**src/hdl/srad_pkg.sv**
```systemverilog
// Package for the smoke ratio alarm detector: shared types, constants and helpers.
// No dependencies; every other file of the block imports it.
`default_nettype none
package srad_pkg;

    localparam int AVG_MAX = 16;
    localparam int CNT_W = 5;
    localparam int SUM_W = 36;
    localparam int DVD_W = 60;
    localparam int DVS_W = 32;
    localparam int STEP_W = 6;
    localparam int QUEUE_DEPTH = 2;

    localparam logic [31:0] PLAUS_LOW = 32'd100;
    localparam logic [31:0] PLAUS_HIGH = 32'd200000000;
    localparam logic [31:0] BASE_DEFAULT = 32'd335544;

    // Register indexes on the configuration port.
    localparam logic [2:0] REG_SMOOTHING = 3'd0;
    localparam logic [2:0] REG_WARMUP = 3'd1;
    localparam logic [2:0] REG_GUARD = 3'd2;
    localparam logic [2:0] REG_THRESHOLD = 3'd3;
    localparam logic [2:0] REG_PERSIST_ON = 3'd4;
    localparam logic [2:0] REG_PERSIST_OFF = 3'd5;
    localparam logic [2:0] REG_FLAGS = 3'd6;
    localparam logic [2:0] REG_GAIN = 3'd7;

    localparam int MODE_TRANSMISSIVE = 0;
    localparam int MODE_LOCK = 1;

    typedef struct packed {
        logic [15:0] smoothing_weight;
        logic [7:0]  warmup_count;
        logic [31:0] adapt_guard;
        logic [31:0] score_threshold;
        logic [7:0]  persist_on;
        logic [7:0]  persist_off;
        logic [1:0]  mode_flags;
        logic [15:0] gain_correction;
    } cfg_t;

    // One finished averaging group handed from the front to the back.
    typedef struct packed {
        logic [SUM_W-1:0] blue_sum;
        logic [SUM_W-1:0] ir_sum;
        logic [CNT_W-1:0] count;
    } grp_t;

    function automatic logic plausible(input logic [31:0] v);
        return (v > PLAUS_LOW) && (v < PLAUS_HIGH);
    endfunction

endpackage
`default_nettype wire

```
**src/hdl/srad_queue.sv**
```systemverilog
// Two-entry queue of finished groups between the front and the back.
// Depends on srad_pkg for the group type.
`default_nettype none
module srad_queue import srad_pkg::*; (
    input  wire logic aclk,
    input  wire logic aresetn,
    input  wire logic push,
    input  grp_t      push_data,
    output logic      full,
    input  wire logic pop,
    output logic      empty,
    output grp_t      pop_data
);

    grp_t       mem_reg [QUEUE_DEPTH];
    logic       wr_ptr_reg;
    logic       rd_ptr_reg;
    logic [1:0] fill_reg;

    assign full = (fill_reg == 2'(QUEUE_DEPTH));
    assign empty = (fill_reg == 2'd0);
    assign pop_data = mem_reg[rd_ptr_reg];

    always_ff @(posedge aclk) begin
        if (push && !full) begin
            mem_reg[wr_ptr_reg] <= push_data;
        end
    end

    always_ff @(posedge aclk) begin
        if (!aresetn) begin
            wr_ptr_reg <= 1'b0;
            rd_ptr_reg <= 1'b0;
            fill_reg <= '0;
        end else begin
            if (push && !full) begin
                wr_ptr_reg <= !wr_ptr_reg;
            end
            if (pop && !empty) begin
                rd_ptr_reg <= !rd_ptr_reg;
            end
            fill_reg <= fill_reg + 2'(push && !full) - 2'(pop && !empty);
        end
    end

endmodule
`default_nettype wire

```
**config.mk**
```make
export PLATFORM = sky130hd
export DESIGN_NAME = srad_queue
export DESIGN_NICKNAME = d
export VERILOG_FILES = /design/src/hdl/srad_pkg.sv /design/src/hdl/srad_queue.sv
export SDC_FILE = /design/constraint.sdc
export NUM_CORES = 1
export LEC_CHECK = 0
export BUFFER_PORTS_ARGS = -buffer_cell sky130_fd_sc_hd__buf_2
export CAP_MARGIN = 15
export CORE_UTILIZATION = 44
export CTS_BUF_LIST = sky130_fd_sc_hd__clkbuf_8 sky130_fd_sc_hd__clkbuf_16
export CTS_CLUSTER_SIZE = 40
export DETAILED_ROUTE_END_ITERATION = 8
export MAX_ROUTING_LAYER = met4
export PLACE_DENSITY = 0.73
export SYNTH_ARGS = -nofsm -noshare
export SYNTH_HDL_FRONTEND = slang
export SYNTH_SLANG_ARGS = --single-unit
```
**constraint.sdc**
```tcl
create_clock -name aclk -period 5 [get_ports aclk]
set_clock_uncertainty 0.1 [all_clocks]
set_input_delay 1 -clock aclk [delete_from_list [all_inputs] [get_ports aclk]]
set_output_delay 1 -clock aclk [all_outputs]
set_load 0.05 [all_outputs]
```
**After elaboration in Yosys (flattened, before gate mapping)**

Memories as Yosys holds them, arrays and structs flattened. A register that Yosys moved wholly into a read port is not among the register bits.
Cells that the tools add are included.

- Word-level logic and storage cells: 18
- Output and inout bits: 79
- Input port bits: 81
- Memories kept: 1
- Latch bits: 0
- Memory bits (writable): 154
- Register bits after elaboration: 4
- Bits in read-only memories: 0

Memory list:

| name | words | bits a word | read ports | clocked after memory_dff | wr ports | RTL line | RTL |
|---|---|---|---|---|---|---|---|
| mem_reg | 2 | 77 | 1 | 1 | 1 | srad_queue.sv:15 | `grp_t mem_reg [QUEUE_DEPTH];` |

- Reductions and logical operators: 7
- Mux-type cells: 4
- $lt $le $gt $ge: 0
- Divide/modulo/power cells: 0
- Bitwise operators: 0
- Multipliers: 0
- Equality and inequality tests: 1
- Add/sub/neg operators: 2
- Shift-type cells: 0

Operators by type and width:

| operator | count |
|---|---|
| $logic_not A1 Y1 | 4 |
| $mux W1 | 4 |
| $add A2 B1 Y2 | 1 |
| $eq A2 B2 Y1 const B | 1 |
| $logic_and A1 B1 Y1 | 2 |
| $logic_not A2 Y1 | 1 |
| $sub A2 B1 Y2 | 1 |

**Depth between registers and ports, before layout**

Gate-level depths: netlist of run 1.

- Word-level depth: 5
- Mapped depth: 8
- Gate-level depth less buffers: 8

**Least setup slack after synthesis of run 1**

OpenSTA, ideal clock, no wires.

- Path type: input-to-reg
- Start point: in push
- End point: mem mem_reg[0][0] in the netlist's numbering, enable pin
- Setup slack: 0.081 ns
- Library setup time: 0.513 ns
- Required time: 4.387 ns
- Arrival: 4.306 ns
- Buffers on the path: 0
- Stages: 2
- Cells stage by stage: nand2_1 nor2_1

- Word-level cells in the longest chain between the ends: 3

Ends and longest elaborated chain:

| item | RTL line | RTL |
|---|---|---|
| from (decl) | srad_queue.sv:7 | `input wire logic push,` |
| $logic_and A1 B1 Y1 | srad_queue.sv:25 | `if (push && !full) begin` |
| $mux W1 | srad_queue.sv:25 |  |
| $mux W1 (not written as such) | srad_queue.sv:26 | `mem_reg[wr_ptr_reg] <= push_data;` |
| to (decl) | srad_queue.sv:15 |  |

Every way passes these cells.

==> qor.csv, run 1 <==
stage,metric,value,unit
outcome,status,completed,
drt,wl_per_cell,15.3,um
die,core-area,0.0132,mm2
yosys,yosys_register_bits,159,
critical_path,worstSetupPathType,flip-flop to primary output,
finish,final_area,0.00752,mm2
yosys,ys_warn_count,0,
die,chipHeight,118,um
sta,fin_crit,3.48,ns
clock_network,cts_made_buffers,17,
drt,drt_pass1_iterations,4,
yosys,synth_area,0.00593,mm2
drt,drtIter0Drc,163,
global_routing,grt_max_degree,78,
place,hpwl,6110,um
global_routing,grt-ovfl-total,0,
place,place_congestion,0.746,
power_and_ir_drop,p_leak,2.89,nW
sta,maxSlewViolCount,0,
clock_network,hold_buffers,0,
drt,ant_nets,0,
clock_network,clock-sinks,159,
global_routing,grt_pass1_wl,15000,um
clock_network,cts.reportedPaths.clkPinSlew,0.06,ns
yosys,synthTopCellsByArea,"edfxtp_1, mux2_2, mux2_4",
sta,tightestPinTransition,1.07,ns
drt,viasPerCell,4.68,
die,std_cell_rows,42,
finish,final_common_cell,buf_2,
sta,setup_viol,0,
clock_network,postCtsSetupRepairBufs,0,
die,die-area,0.0139,mm2
sta,timing.fmax,0.287,GHz
global_routing,grt_antenna_before_repair,0,
die,io_pins,160,
place,post-place-ws,1.92,ns
critical_path,crit_buf_inv,2,
critical_path,crit_chain,"buf_4, mux2_2, buf_2",
finish,final_nets,520,
die,initial_core_util,44.9,%
job,maxCapViolCount,0,
yosys,synth_cells,265,
finish,syn_to_final_growth,26.9,%
critical_path,crit_fanout,57,
critical_path,crit_path_end_kind,primary output,
yosys,ys_seq_area_share,79.7,%
yosys,synth_cell_type_count,18,
critical_path,cpPeakStageDelay,0.90,ns
sta,slew_headroom,28.6,%
critical_path,slowest_stage,dfxtp_4,
clock_network,cts_max_level,4,
clock_network,clock_latency,0.42,ns
clock_network,root_buffer,clkbuf_16,
critical_path,start_kind,flip-flop,
sta,finalHoldViolCount,0,
finish,layout-drive-gt1-share,59.7,%
yosys,avgSynthCellArea,22.4,um2
yosys,synth_fp_nets,348,
global_routing,grt_usage,15.0,%
sta,rsz0062_at_grt,false,
power_and_ir_drop,powerDensity,598,mW/mm2
die,die_w,118,um
yosys,yosys.area.top_type,edfxtp_1,
min_path,hold_path_class,flip-flop to flip-flop,
critical_path,critical_path.top_delay_family,flip-flops,
place,post_dp_cell_area,0.00690,mm2
drt,route.detailed.drc,0,
power_and_ir_drop,ir_drop,391,uV
sta,fin_tns_setup,0,ns
sta,setup_ws,1.52,ns
clock_network,cts_tree,done,
clock_network,cts_resized,0,
global_routing,grt_pass1_vias,2961,
clock_network,clockBufferDepth,2,
finish,final_cell_mix,"buf_2, edfxtp_1, mux2_2",
sta,period_share,69.7,%
critical_path,critical_path_required,3.90,ns
critical_path,critPathArrivalTime,2.38,ns
drt,num_vias,2923,
yosys,synth_top_area_share,78.0,%
finish,diodes,0,
place,portBuffers,159,
drt,drt_wl_total,9570,um
finish,largest_reg_flops,154,
[where the power goes]
group	total [W]	internal [W]	switching, W
clock	0.00130	0.000824	0.000478
sequential	0.00179	0.00168	0.000109
combinational	0.00141	0.000439	0.000972
[metrics by stage]
step / hold slack, ns / cells / util [%] / power, W
3_3_place_gp: 0.409 / 593 / 52.3 / 0.00321
2_1_floorplan: 0.355 / 265 / - / 0.00297
5_1_grt: 0.458 / 625 / 57.0 / 0.00466
3_5_place_dp: 0.432 / 593 / 52.3 / 0.00323
6_report: 0.436 / 625 / 57.0 / 0.00450
4_1_cts: 0.439 / 624 / 56.8 / 0.00453
[final timing paths]
path               start        endpoint  slack [ns]  cells past startpoint
max reg2reg  fill_reg[0]  mem_reg[1][51]        3.00                      2
max            flip-flop    pop_data[39]        1.52                      3
min           wr_ptr_reg      wr_ptr_reg        0.44                      2
min reg2reg   wr_ptr_reg      wr_ptr_reg        0.44                      2
[worst register-to-register path: cells and delay by family, from the launching register on]
| family | cells | cell delay (ns) |
|---|---|---|
| simple gates | 2 | 1.09 |
| flops | 1 | 0.37 |
[synthesized netlist by cell type]
cell      number
xnor2_1        3
mux2_2        47
nand2_1        2
buf_2          4
nand2b_1       2
o21a_1         1
buf_8          3
ha_1           2
and3_1         1
inv_1          2
nor2_1         2
edfxtp_1     154
buf_6          2
nor2b_1        2
mux2_4        30
mux2i_1        1
and2_1         2
dfxtp_1        5
[cells by family after synthesis]
family | count (synthesis) | share of synthesized area, %
flops | 159 | 79.7
mux | 78 | 16.7
fa+ha+maj | 2 | 0.422
xor+xnor | 3 | 0.443
compound gates | 1 | 0.127
buf+inv | 11 | 1.60
simple gates | 11 | 0.992
[layout make-up]
| cell class | instances | area (um2) |
|---|---|---|
| Sequential cell | 159 | 4730 |
| Timing Repair Buffer | 162 | 843 |
| Fill cell | 1028 | 5670 |
| Tap cell | 176 | 220 |
| Inverter | 2 | 7.51 |
| Clock buffer | 17 | 425 |
| Multi-Input combinational cell | 95 | 1120 |
| Clock inverter | 14 | 174 |
[metal layers]
metal  routed length (um)  share of wire [%]  GRT usage [%]
met2                 4710                 49           23.2
met5                    0                  0              -
met4                  114                1.2           6.01
met3                  618                6.5           6.06
met1                 4140                 43           17.6
No activity file was read; power rests on OpenSTA's default activity.
==> inputs of run 2 (changes only) <==
Settings changed: PLACE_DENSITY 0.73 to 0.71.
Clock period 5 ns to 3.4 ns, I/O delays scaled along.
==> run 2 against run 1 <==
Via count is 1.8% higher. First-iteration DRC count down 3.1%. Global-route usage increased by 0.75 points. Sequential share of layout area grew 0.063 points.
==> qor.csv, run 2 (synthesis gave the netlist of run 1 again) <==
stage,metric,value,unit,change
outcome,status,completed,,unchanged
sta,fin_tns_setup,0,ns,unchanged
critical_path,start_kind,flip-flop,,unchanged
place,post-place-ws,1.13,ns,was 1.92 ns
finish,final_nets,522,,was 520
finish,layout-drive-gt1-share,60.1,%,was 59.7%
drt,met3WireLength,501,um,was 618 um
sta,setup_ws,0.715,ns,was 1.52 ns
die,chipHeight,118,um,unchanged
drt,viasPerCell,4.75,,was 4.68
sta,fin_crit,2.69,ns,
min_path,holdPathStages,1,,was 2
critical_path,worstSetupPathType,flip-flop to primary output,,unchanged
drt,num_vias,2976,,was 2923
global_routing,grt_usage,15.8,%,was 15.0%
sta,finalHoldViolCount,0,,unchanged
power_and_ir_drop,p_leak,2.88,nW,was 2.89 nW
place,place_congestion,0.714,,was 0.746
clock_network,hold_buffers,0,,unchanged
finish,final_cell_mix,"buf_2, edfxtp_1, mux2_2",,unchanged
global_routing,grt_pass1_wl,15700,um,was 15000 um
drt,ant_nets,0,,unchanged
finish,final_common_cell,buf_2,,unchanged
die,io_pins,160,,unchanged
min_path,hold_start,push_data[44],,was wr_ptr_reg
drt,route.detailed.drc,0,,unchanged
place,hpwl,6560,um,was 6110 um
clock_network,cts_resized,0,,unchanged
die,std_cell_rows,42,,unchanged
sta,setup_viol,0,,unchanged
sta,slew_headroom,61.3,%,was 28.6%
place,portBuffers,159,,unchanged
die,die-area,0.0139,mm2,unchanged
sta,tightestPinTransition,0.580,ns,was 1.07 ns
drt,drt-met1-wl,4360,um,was 4140 um
global_routing,grt_max_degree,43,,was 78
clock_network,clockBufferDepth,2,,unchanged
clock_network,cts_made_buffers,17,,unchanged
power_and_ir_drop,powerDensity,872,mW/mm2,was 598 mW/mm2
critical_path,critical_path_required,2.62,ns,was 3.90 ns
sta,timing.fmax,0.372,GHz,
sta,period_share,79.0,%,
clock_network,cts.reportedPaths.clkPinSlew,0.06,ns,about the same
clock_network,postCtsSetupRepairBufs,0,,unchanged
die,core-area,0.0132,mm2,unchanged
critical_path,worst-r2r-cell-count,3,,was 2
drt,wl_met2,4980,um,was 4710 um
die,die_w,118,um,unchanged
drt,drt_wl_total,10000,um,was 9570 um
finish,final_area,0.00751,mm2,was 0.00752 mm2
place,post_dp_cell_area,0.00693,mm2,was 0.00690 mm2
drt,wl_per_cell,16.0,um,was 15.3 um
die,initial_core_util,44.9,%,unchanged
global_routing,grt_pass1_vias,3129,,was 2961
finish,largest_reg_flops,154,,unchanged
critical_path,r2r_end,mem_reg[1][62],,was mem_reg[1][51]
critical_path,r2r_slack,1.54,ns,was 3.00 ns
finish,fin_cells,627,,was 625
clock_network,clock_latency,0.41,ns,was 0.42 ns
power_and_ir_drop,ir_drop,377,uV,was 391 uV
finish,diodes,0,,unchanged
place,placed_cells,596,,was 593
critical_path,crit_path_end_kind,primary output,,unchanged
global_routing,grt_antenna_before_repair,0,,unchanged
clock_network,cts_max_level,4,,unchanged
global_routing,grt-ovfl-total,0,,unchanged
min_path,hold_path_class,input pin to flip-flop,,was flip-flop to flip-flop
critical_path,crit_fanout,22,,was 57
sta,rsz0062_at_grt,false,,unchanged
drt,top_layer,met4,,unchanged
finish,syn_to_final_growth,26.7,%,was 26.9%
critical_path,critPathArrivalTime,1.91,ns,was 2.38 ns
sta,maxSlewViolCount,0,,unchanged
clock_network,root_buffer,clkbuf_16,,unchanged
clock_network,clock-sinks,159,,unchanged
drt,drt_pass1_iterations,4,,unchanged
critical_path,worstReg2RegStart,fill_reg[0],,unchanged
finish,post-route-util,56.9,%,was 57.0%
clock_network,cts_tree,done,,unchanged
drt,drtIter0Drc,158,,was 163
min_path,hold_end,mem_reg[1][44],,was wr_ptr_reg
job,maxCapViolCount,0,,unchanged
-- run 2: where the power goes --
part | internal [W] | leakage [nW] | total, W | switching [W]
clock network | 0.00114 | 0.282 | 0.00184 | 0.000704
logic | 0.000646 | 1.12 | 0.00215 | 0.00150
registers | 0.00246 | 1.48 | 0.00257 | 0.000101
-- run 2: worst max-delay path, stage by stage (launching register included) --
cell     delay (ns)
dfxtp_4        0.55
buf_4          0.34
mux2_2         0.38
buf_2          0.21
-- run 2: stage by stage --
stage | hold WS [ns] | power [W]
after floorplan | 0.366 | 0.00436
after global placement | 0.407 | 0.00475
after detailed placement | 0.428 | 0.00478
after CTS | 0.328 | 0.00663
after global routing | 0.331 | 0.00679
final | 0.347 | 0.00655
-- run 2: layout make-up --
type                       count  area (um2)
fill                        1041        5680
sequential                   159        4730
multi-input combinational     95        1120
timing repair buffer         164         858
clock buffer                  17         425
tap                          176         220
clock inverter                14         151
inverter                       2        7.51
-- run 2: how the worst max path moves through the flow --
stage	from	to	cells past startpoint
CTS	flip-flop	pop_data[30]	3
finish	flip-flop	pop_data[30]	3
floorplan	push	mem_reg[0][0]	2
global placement	flip-flop	pop_data[14]	3
global route	flip-flop	pop_data[30]	3
detailed placement	flip-flop	pop_data[30]	3
-- run 2: per-layer routing --
layer	GRT usage, %	vias to the layer above
met3	4.41	15
li1	-	1394
met2	25.0	107
met1	18.5	1460
met4	7.93	0
met5	-	-
