`src/hdl/srad_pkg.sv`:
```
// Package for the smoke ratio alarm detector: shared types, constants and helpers.
// No dependencies; every other file of the block imports it.
`default_nettype none
package srad_pkg;

    localparam int AVG_MAX = 16;
    localparam int CNT_W = 5;
    localparam int SUM_W = 36;
    localparam int DVD_W = 60;
    localparam int DVS_W = 32;
    localparam int STEP_W = 6;
    localparam int QUEUE_DEPTH = 2;

    localparam logic [31:0] PLAUS_LOW = 32'd100;
    localparam logic [31:0] PLAUS_HIGH = 32'd200000000;
    localparam logic [31:0] BASE_DEFAULT = 32'd335544;

    // Register indexes on the configuration port.
    localparam logic [2:0] REG_SMOOTHING = 3'd0;
    localparam logic [2:0] REG_WARMUP = 3'd1;
    localparam logic [2:0] REG_GUARD = 3'd2;
    localparam logic [2:0] REG_THRESHOLD = 3'd3;
    localparam logic [2:0] REG_PERSIST_ON = 3'd4;
    localparam logic [2:0] REG_PERSIST_OFF = 3'd5;
    localparam logic [2:0] REG_FLAGS = 3'd6;
    localparam logic [2:0] REG_GAIN = 3'd7;

    localparam int MODE_TRANSMISSIVE = 0;
    localparam int MODE_LOCK = 1;

    typedef struct packed {
        logic [15:0] smoothing_weight;
        logic [7:0]  warmup_count;
        logic [31:0] adapt_guard;
        logic [31:0] score_threshold;
        logic [7:0]  persist_on;
        logic [7:0]  persist_off;
        logic [1:0]  mode_flags;
        logic [15:0] gain_correction;
    } cfg_t;

    // One finished averaging group handed from the front to the back.
    typedef struct packed {
        logic [SUM_W-1:0] blue_sum;
        logic [SUM_W-1:0] ir_sum;
        logic [CNT_W-1:0] count;
    } grp_t;

    function automatic logic plausible(input logic [31:0] v);
        return (v > PLAUS_LOW) && (v < PLAUS_HIGH);
    endfunction

endpackage
`default_nettype wire

```
`src/hdl/srad_div.sv`:
```
// Shared restoring divider, one quotient bit per cycle.
// Depends on srad_pkg for widths; used by srad_back.
`default_nettype none
module srad_div import srad_pkg::*; (
    input  wire logic              aclk,
    input  wire logic              aresetn,
    input  wire logic              start,
    input  wire logic [DVD_W-1:0]  dividend,
    input  wire logic [DVS_W-1:0]  divisor,
    input  wire logic [STEP_W-1:0] steps,
    output logic                   done,
    output logic [DVD_W-1:0]       quotient
);

    // The dividend must be left-aligned; after the given number of steps
    // the quotient sits in the low bits and the vacated high bits are zero.
    logic              busy_reg;
    logic              done_reg;
    logic [STEP_W-1:0] cnt_reg;
    logic [DVD_W-1:0]  dvd_reg;
    logic [DVS_W-1:0]  rem_reg;
    logic [DVS_W-1:0]  dvs_reg;
    logic [DVS_W:0]    rem_sh;
    logic              fits;

    assign rem_sh = {rem_reg, dvd_reg[DVD_W-1]};
    assign fits = rem_sh >= {1'b0, dvs_reg};
    assign done = done_reg;
    assign quotient = dvd_reg;

    always_ff @(posedge aclk) begin
        if (!aresetn) begin
            busy_reg <= 1'b0;
            done_reg <= 1'b0;
            cnt_reg <= '0;
        end else begin
            done_reg <= !start && busy_reg && (cnt_reg == STEP_W'(1));
            if (start) begin
                busy_reg <= 1'b1;
                cnt_reg <= steps;
            end else if (busy_reg) begin
                cnt_reg <= cnt_reg - STEP_W'(1);
                if (cnt_reg == STEP_W'(1)) begin
                    busy_reg <= 1'b0;
                end
            end
        end
    end

    always_ff @(posedge aclk) begin
        if (start) begin
            dvd_reg <= dividend;
            dvs_reg <= divisor;
            rem_reg <= '0;
        end else if (busy_reg) begin
            dvd_reg <= {dvd_reg[DVD_W-2:0], fits};
            rem_reg <= fits ? DVS_W'(rem_sh - {1'b0, dvs_reg}) : rem_sh[DVS_W-1:0];
        end
    end

endmodule
`default_nettype wire

```
`src/hdl/srad_back.sv`:
```
// Back end: averages, ratio, baseline tracking, score and alarm hysteresis.
// Depends on srad_pkg and srad_div; pops groups from srad_queue.
`default_nettype none
module srad_back import srad_pkg::*; (
    input  wire logic        aclk,
    input  wire logic        aresetn,
    input  cfg_t             cfg,
    input  wire logic        q_empty,
    input  grp_t             q_data,
    output logic             q_pop,
    output logic             m_valid,
    input  wire logic        m_ready,
    output logic [31:0]      m_avg_blue,
    output logic [31:0]      m_avg_ir,
    output logic [4:0]       m_packets_averaged,
    output logic [31:0]      m_cur_ratio,
    output logic [31:0]      m_baseline_out,
    output logic signed [32:0] m_score_out,
    output logic             m_baseline_updated,
    output logic             m_alarm_out
);

    typedef enum logic [2:0] {
        S_IDLE, S_DIV_B, S_DIV_I, S_MUL, S_DIV_R, S_EMA_MUL, S_UPDATE, S_SCORE
    } state_t;

    state_t           state_reg;
    grp_t             grp_reg;
    logic [31:0]      avg_b_reg;
    logic [31:0]      avg_ir_reg;
    logic [47:0]      prod_reg;
    logic [31:0]      ratio_reg;
    logic [48:0]      pa_reg;
    logic [48:0]      pb_reg;
    logic [7:0]       warmup_seen_reg;
    logic             ready_flag_reg;
    logic [31:0]      baseline_reg;
    logic             updated_reg;
    logic [7:0]       over_reg;
    logic [7:0]       under_reg;
    logic             alarm_reg;

    logic             div_start;
    logic [DVD_W-1:0] div_dividend;
    logic [DVS_W-1:0] div_divisor;
    logic [STEP_W-1:0] div_steps;
    logic             div_done;
    logic [DVD_W-1:0] div_q;

    logic [48:0]      ema_sum;
    logic [31:0]      ema_val;
    logic [7:0]       seen_inc;
    logic [31:0]      diff;
    logic [31:0]      base_used;
    logic signed [33:0] score_wide;
    logic             on_now;
    logic [7:0]       over_next;
    logic [7:0]       under_next;
    logic             alarm_next;
    logic             out_free;

    srad_div u_div (
        .aclk     (aclk),
        .aresetn  (aresetn),
        .start    (div_start),
        .dividend (div_dividend),
        .divisor  (div_divisor),
        .steps    (div_steps),
        .done     (div_done),
        .quotient (div_q)
    );

    assign out_free = !m_valid || m_ready;
    assign q_pop = (state_reg == S_IDLE) && !q_empty;

    always_comb begin
        div_start = 1'b0;
        div_dividend = '0;
        div_divisor = '0;
        div_steps = STEP_W'(SUM_W);
        case (state_reg)
            S_IDLE: begin
                div_start = !q_empty;
                div_dividend = {q_data.blue_sum, {(DVD_W-SUM_W){1'b0}}};
                div_divisor = DVS_W'(q_data.count);
            end
            S_DIV_B: begin
                div_start = div_done;
                div_dividend = {grp_reg.ir_sum, {(DVD_W-SUM_W){1'b0}}};
                div_divisor = DVS_W'(grp_reg.count);
            end
            S_MUL: begin
                div_start = (avg_ir_reg != '0);
                div_dividend = {prod_reg, 12'b0};
                div_divisor = avg_ir_reg;
                div_steps = STEP_W'(DVD_W);
            end
            default: ;
        endcase
    end

    always_comb begin
        ema_sum = pa_reg + pb_reg;
        ema_val = ema_sum[47:16];
        seen_inc = warmup_seen_reg + 8'd1;
        diff = (ratio_reg > baseline_reg) ? ratio_reg - baseline_reg
                                          : baseline_reg - ratio_reg;
        base_used = (baseline_reg != '0) ? baseline_reg : BASE_DEFAULT;
        score_wide = $signed({2'b0, ratio_reg}) - $signed({2'b0, base_used});
        if (cfg.mode_flags[MODE_TRANSMISSIVE]) begin
            score_wide = -score_wide;
        end
        on_now = ready_flag_reg && (score_wide > $signed({2'b0, cfg.score_threshold}));
        if (on_now) begin
            over_next = (over_reg == 8'hFF) ? over_reg : over_reg + 8'd1;
            under_next = '0;
        end else begin
            under_next = (under_reg == 8'hFF) ? under_reg : under_reg + 8'd1;
            over_next = '0;
        end
        alarm_next = alarm_reg;
        if (!alarm_next && over_next >= cfg.persist_on) begin
            alarm_next = 1'b1;
        end
        if (alarm_next && under_next >= cfg.persist_off) begin
            alarm_next = 1'b0;
        end
    end

    always_ff @(posedge aclk) begin
        if (!aresetn) begin
            state_reg <= S_IDLE;
            warmup_seen_reg <= '0;
            ready_flag_reg <= 1'b0;
            baseline_reg <= '0;
            over_reg <= '0;
            under_reg <= '0;
            alarm_reg <= 1'b0;
            m_valid <= 1'b0;
        end else begin
            if ((state_reg == S_SCORE) && out_free) begin
                m_valid <= 1'b1;
            end else if (m_ready) begin
                m_valid <= 1'b0;
            end
            case (state_reg)
                S_IDLE: begin
                    if (!q_empty) begin
                        grp_reg <= q_data;
                        state_reg <= S_DIV_B;
                    end
                end
                S_DIV_B: begin
                    if (div_done) begin
                        avg_b_reg <= div_q[31:0];
                        state_reg <= S_DIV_I;
                    end
                end
                S_DIV_I: begin
                    if (div_done) begin
                        avg_ir_reg <= div_q[31:0];
                        prod_reg <= avg_b_reg * cfg.gain_correction;
                        state_reg <= S_MUL;
                    end
                end
                S_MUL: begin
                    if (avg_ir_reg == '0) begin
                        ratio_reg <= '0;
                        state_reg <= S_EMA_MUL;
                    end else begin
                        state_reg <= S_DIV_R;
                    end
                end
                S_DIV_R: begin
                    if (div_done) begin
                        ratio_reg <= (div_q[DVD_W-1:32] != '0) ? '1 : div_q[31:0];
                        state_reg <= S_EMA_MUL;
                    end
                end
                S_EMA_MUL: begin
                    pa_reg <= (17'h10000 - {1'b0, cfg.smoothing_weight}) * baseline_reg;
                    pb_reg <= {1'b0, cfg.smoothing_weight} * ratio_reg;
                    state_reg <= S_UPDATE;
                end
                S_UPDATE: begin
                    if (warmup_seen_reg < cfg.warmup_count) begin
                        warmup_seen_reg <= seen_inc;
                        baseline_reg <= (seen_inc == 8'd1) ? ratio_reg : ema_val;
                        updated_reg <= 1'b1;
                        if (seen_inc >= cfg.warmup_count) begin
                            ready_flag_reg <= 1'b1;
                        end
                    end else if (!cfg.mode_flags[MODE_LOCK] && diff < cfg.adapt_guard) begin
                        baseline_reg <= ema_val;
                        updated_reg <= 1'b1;
                    end else begin
                        updated_reg <= 1'b0;
                    end
                    state_reg <= S_SCORE;
                end
                S_SCORE: begin
                    if (out_free) begin
                        over_reg <= over_next;
                        under_reg <= under_next;
                        alarm_reg <= alarm_next;
                        m_avg_blue <= avg_b_reg;
                        m_avg_ir <= avg_ir_reg;
                        m_packets_averaged <= grp_reg.count;
                        m_cur_ratio <= ratio_reg;
                        m_baseline_out <= base_used;
                        m_score_out <= score_wide[32:0];
                        m_baseline_updated <= updated_reg;
                        m_alarm_out <= alarm_next;
                        state_reg <= S_IDLE;
                    end
                end
                default: state_reg <= S_IDLE;
            endcase
        end
    end

endmodule
`default_nettype wire

```
`config.mk`:
```
export PLATFORM = sky130hd
export DESIGN_NAME = srad_back
export DESIGN_NICKNAME = d
export VERILOG_FILES = /design/src/hdl/srad_pkg.sv /design/src/hdl/srad_div.sv /design/src/hdl/srad_back.sv
export SDC_FILE = /design/constraint.sdc
export NUM_CORES = 2
export LEC_CHECK = 0
export ABC_CLOCK_PERIOD_IN_PS = 12390
export BUFFER_PORTS_ARGS = -buffer_cell sky130_fd_sc_hd__buf_4
export CORE_ASPECT_RATIO = 0.8
export CORE_MARGIN = 2
export CORE_UTILIZATION = 45
export CTS_CLUSTER_SIZE = 10
export DETAILED_ROUTE_END_ITERATION = 10
export GPL_TIMING_DRIVEN = 1
export PLACE_DENSITY_LB_ADDON = 0.12
export SLEW_MARGIN = 10
export SYNTH_ARGS = -nofsm -noshare
export SYNTH_HDL_FRONTEND = slang
export SYNTH_SLANG_ARGS = --single-unit
export TNS_END_PERCENT = 5
```
`constraint.sdc`:
```
create_clock -name aclk -period 12.39 [get_ports aclk]
set_input_delay 1.239 -clock aclk [delete_from_list [all_inputs] [get_ports aclk]]
set_output_delay 1.239 -clock aclk [all_outputs]
set_load 0.02 [all_outputs]
```
# ---- Word-level counts from Yosys, hierarchy flattened
# Index checks and enable logic that the tools add are counted.
dict set report totals {
  out_inout_bits 170
  reg_bits 644
  in_bits 203
  word_cells 144
}
dict set report classes {
  addsub 11
  n_mux 38
  n_lt_le_gt_ge 8
  bitwise_logic 1
  n_reduce_logical 35
  n_eq_ne 17
  n_mul 3
}
# op count
set ops {}
lappend ops {{32-bit 2-to-1 mux} 9}
lappend ops {{60-bit case mux with 3 select lines} 1}
lappend ops {{60-bit 2-to-1 mux} 2}
lappend ops {{32-bit case mux with 3 select lines} 1}
lappend ops {{32-bit subtractor} 3}
lappend ops {{32-bit case mux with 2 select lines} 1}
lappend ops {{32-bit nonzero test} 2}
lappend ops {{48-bit adder} 1}
lappend ops {{16-bit by 32-bit multiplier with 48-bit output} 1}
lappend ops {{18-bit by 33-bit multiplier with 48-bit output} 1}
lappend ops {{32-bit by 16-bit multiplier with 48-bit output} 1}
lappend ops {{34-bit by 33-bit greater-than comparator with 1-bit output} 1}
lappend ops {{34-bit 2-to-1 mux} 1}
lappend ops {{33-bit negation with 34-bit output} 1}
lappend ops {{33-bit by 32-bit >= comparator with 1-bit output} 1}
lappend ops {{32-bit by 32-bit subtractor with 33-bit output} 1}
lappend ops {{32-bit greater-than comparator} 1}
lappend ops {{32-bit zero test} 1}
lappend ops {{32-bit less-than comparator} 1}
lappend ops {{8-bit 2-to-1 mux} 4}
lappend ops {{28-bit nonzero test} 1}
lappend ops {{8-bit by 1-bit adder with 8-bit output, second input constant} 3}
lappend ops {{8-bit >= comparator} 3}
lappend ops {{3-bit case mux with 8 select lines} 1}
lappend ops {{other kinds (26)} 70}

# ---- Depth between registers and ports, before layout
dict set report depth {
  ltp_word 13
  depth_mapped 42
  ltp_nobuf 39
}

# ---- Modules after synthesis
# Synthesis repeated with hierarchy kept, for this count alone.
dict set report unflattened {
  hier_cells 8983
  hier_area_um2 84891.4
}
# module seq_area_each_um2 area_per_inst_um2 n_inst cells_each
set modules_own_cells {}
lappend modules_own_cells {srad_back 14754.2 77640.7 1 8300}
lappend modules_own_cells {srad_div 3563.4 7250.7 1 683}

# ---- Least setup slack after synthesis
# No wires, ideal clock.
dict set report synth_timing {
  path_type {input to register}
  startpoint {input port m_ready}
  endpoint {register m_alarm_out, enable pin}
  required_ps 11691
  path_stages 4
  path_slack_ps 2882
  setup_time_ps 699
  path_buffers 1
  arrival_ps 8809
  path_cell_list {nand2b_1 > nand4_1 > clkbuf_1 > nor2_1}
}
dict set report synth_via {
  elab_chain_cells 2
}
# item line
set synth_rtl {}
lappend synth_rtl {{start, declared} srad_back.sv:12} ;# input wire logic m_ready,
lappend synth_rtl {{1-bit logical OR} srad_back.sv:73} ;# assign out_free = !m_valid || m_ready;
lappend synth_rtl {{3-bit AND reduction (no line)} -}
lappend synth_rtl {{end signal, assigned} srad_back.sv:213} ;# m_alarm_out <= alarm_next;
lappend synth_rtl {{end, declared} srad_back.sv:20} ;# output logic m_alarm_out
# Every way passes these cells.
# A chain may end at the register's enable or synchronous reset.

# ---- Final worst setup path
dict set report layout_timing {
  startpoint {input port cfg[106] (netlist name)}
  endpoint {register pa_reg[47], data pin}
}
dict set report layout_via {
  elab_chain_cells 2
}
# item line
set layout_rtl {}
lappend layout_rtl {{start, declared} srad_back.sv:7} ;# input cfg_t cfg,
lappend layout_rtl {{17-bit by 16-bit subtractor with 18-bit output} srad_back.sv:181} ;# pa_reg <= (17'h10000 - {1'b0, cfg.smoothing_weight}) * baseline_reg;
lappend layout_rtl {{18-bit by 33-bit multiplier with 48-bit output} srad_back.sv:181}
lappend layout_rtl {{end signal, assigned} srad_back.sv:181}
lappend layout_rtl {{end, declared} srad_back.sv:33} ;# logic [48:0] pa_reg;
# Every way passes these cells.

==> metrics <==
Post CTS Setup Buffer Count 0; peak fanout along the critical path 30; clock skew 0.06947 ns; setup repair after global routing missed its margin false; number of global-route vias before repair 65.53k; total iterations of the first detailed-routing run 6; area added between synthesis and finish 9.378%; Arr. time, crit path 10.22 ns; Main synth FF type edfxtp_1; 1st-iter DRT viols 6020; r2r startpoint baseline_reg[2]$_SDFFE_PN0P_; multiplexer fraction of the synthesized cell area 0.008268; total count of hold-check failures in the final report 0; number of placement rows 141; Worst Tran Pin Value 1.312 ns; placement-stage cell area 0.08917 mm2; DRT antenna net count 0; Post-CTS Resized 0; grt total ovfl 0; part of the cycle the worst path needs 0.7924; Clock Tree Buf Depth 3; worst reg2reg path endpoint alarm_reg$_SDFFE_PN0P_; die area 0.1901 mm2; Crit Path Category in -> reg; total wirelength of the detailed-routed design 271100 um; final standard cell utilization of the core 0.4964; total standard cell area after synthesis 0.08399 mm2; xor-xnor portion of the synthesized cell area 0.03082; post-synthesis compound-gate area fraction 0.09792; total CTS buffers 82; total half-perimeter wirelength after legalization and detailed placement 206500 um; global-route total usage across every layer 0.2881; maximum cell stage delay along the critical path 0.81 ns; maximum capacitance violations 0; headroom to the max-slew limit 0.1189; Synth cell types 90; # nets final 11.16k; critical path's most frequent cell fa_1; setup violators final 0; cell family with most CP delay adder cells; startpoint types input pin; sequential-to-total area share from yosys stat 0.2181; H-tree depth 3; Initial Util 0.4538; PnR worst setup slack 2.572 ns; leading area contributor after synthesis fa_1; post-route worst hold slack 0.4324 ns; Simple-Gate Fraction of Synth Area 0.1459; total DRC errors in the routed layout 0; number of flip-flops under the largest register name 60; Worst Path Required 12.79 ns; Reg2Reg Depth 38; fraction of synthesized cell area taken by the top area cell type 0.3073; global placer's final weighted congestion 0.9278; fraction of the mapped netlist area in adder cells 0.4054; Max Fclk 101.9 MHz; initial antenna violation count 28; worst hold stages 0; critical path launch point cfg[106]; hold buffer count at CTS 0; endpoint of the worst setup timing path pa_reg[47]$_DFFE_PP_; cell at the slowest stage of the critical path a221oi_1; setup TNS 0 ns; result of the run finished, final reports clean; clock-pin transition on the worst setup and hold timing paths 0.06 ns; standard cell core area 0.1851 mm2; PwrDens 157.1 mW/mm2; Vias per Instance 5.583; Hold Path Class reg -> reg; fraction of final layout cells with drive strength greater than 1 0.08150; static leakage 0.04189 uW; largest net degree at the start of global routing 74; TritonCTS clock tree yes; mean cell area of the mapped netlist 9.430 um2; register bit count reported by yosys 644; gate count of the mapped netlist 8906; count of input and output buffers 372; warnings from Yosys 0; logic depth of the worst path, buffers included 30; register-to-register path setup slack 3.15 ns; post-route cell area 0.09186 mm2; clock insertion delay at the later pin of the skew report 0.73 ns; DR vias 64.27k; routed length per placed instance 23.55 um; CTS Root Buffer Type clkbuf_16; clock sink count 644; final-layout fill cell count 17.36k; count of final max-slew check failures 0; total buffers and inverters traversed by the critical path 7; number of top-level design ports 373; Die Width 487.0 um; Post-synth EDFFs 542; Worst setup EP type register; height of the chip 390.4 um; Syn Nets 11.06k; time the worst path needs with I/O delays and setup 9.818 ns; cell types occupying the most area after synthesis fa_1 31%, edfxtp_1 19%, ha_1 9.8%, inv_1 7.1%, nand2_1 6.0%; worst slack after detailed placement 1.888 ns; share of synthesized flip-flops with an asynchronous set or reset 0; wire length of the first global-routing pass 414600 um; combinational family with the most area after synthesis adder cells; worst vdd rail ir drop 0.0002385 V
per-layer routing:
layer | GRT usage | vias to the layer above | share of wire
li1 | - | 28560 | -
met1 | 0.4376 | 32840 | 0.46
met2 | 0.4297 | 2535 | 0.43
met3 | 0.04201 | 329 | 0.079
met4 | 0.07380 | 8 | 0.026
met5 | 0 | - | 0.00021
layout by cell type (no fill, tap or decap), types with 12 or more instances in the layout:
master and n:
buf_4 507, edfxtp_1 542, a221oi_1 12, or3_1 25, a2111oi_0 13, nor2_1 270
o21a_1 77, and2_1 502, and3_1 60, a21oi_1 343, a22oi_1 42, nand4_1 60
nand3_1 72, a21o_1 163, o21bai_1 53, diode_2 13, clkbuf_1 29, clkbuf_16 82
dfxtp_1 96, a22o_1 14, and4_1 12, xor2_1 92, ha_1 659, a31oi_1 58
nor2b_1 56, nand2_1 1345, fa_1 1289, o21ai_0 221, o31ai_1 54, xnor2_1 187
o211ai_1 29, nor4_1 65, mux2i_1 21, inv_1 1597, a21boi_0 15, mux2_2 43
nand2b_1 51, a211oi_1 34, nor3_1 46
cell type report:
type / count / area (um2) / share of cell area
antenna: 13 / 32.53 / 0.0003541
clock buffer: 116 / 2230 / 0.02427
clock inverter: 25 / 426.7 / 0.004645
inverter: 1599 / 6002 / 0.06534
multi-input combinational: 6177 / 58000 / 0.6313
sequential: 644 / 18330 / 0.1995
tap: 2431 / 3042 / 0.03311
timing repair buffer: 507 / 3806 / 0.04143
metrics by stage:
stage          power (uW)  std cells
3_5_place_dp        11910      11360
2_1_floorplan        9265       8906
5_1_grt             15610      11510
3_3_place_gp        11800      11360
4_1_cts             14360      11500
6_report            14430      11510
kinds of logic (layout without fill, tap and decap cells):
logic type | Yosys count | count (layout)
flops | 644 | 644
simple gates | 2613 | 2613
other cells | 0 | 13
buf+inv | 2085 | 2247
fa+ha+maj | 1948 | 1948
compound gates | 1258 | 1258
mux | 64 | 64
xor+xnor | 294 | 294
power by group:
group / internal, uW / switching (uW) / leakage, uW
clock network: 1370 / 1030 / 0.00126
logic: 3430 / 5470 / 0.0348
registers: 2970 / 161 / 0.00584
worst min-delay path by stage:
stage	start	to	slack, ns
final	updated_reg$_SDFFCE_PN1P_	m_baseline_updated$_DFFE_PP_	0.43
after global placement	updated_reg$_SDFFCE_PN1P_	m_baseline_updated$_DFFE_PP_	0.42
after detailed placement	updated_reg$_SDFFCE_PN1P_	m_baseline_updated$_DFFE_PP_	0.42
after global routing	updated_reg$_SDFFCE_PN1P_	m_baseline_updated$_DFFE_PP_	0.45
after floorplan	updated_reg$_SDFFCE_PN1P_	m_baseline_updated$_DFFE_PP_	0.40
after CTS	updated_reg$_SDFFCE_PN1P_	m_baseline_updated$_DFFE_PP_	0.44
Yosys cell counts (58+ instances only):
master       n
inv_1     1598
xnor2_1    198
and3_1      62
dfxtp_1    102
o21a_1      77
o21ai_0    222
nor4_1      65
nand4_1     60
a21oi_1    344
and2_1     503
xor2_1      95
fa_1      1289
nand3_1     72
a31oi_1     58
a21o_1     163
clkbuf_1   453
nor2_1     274
edfxtp_1   542
ha_1       659
nand2_1   1346
No activity file was read; power rests on OpenSTA's default activity.
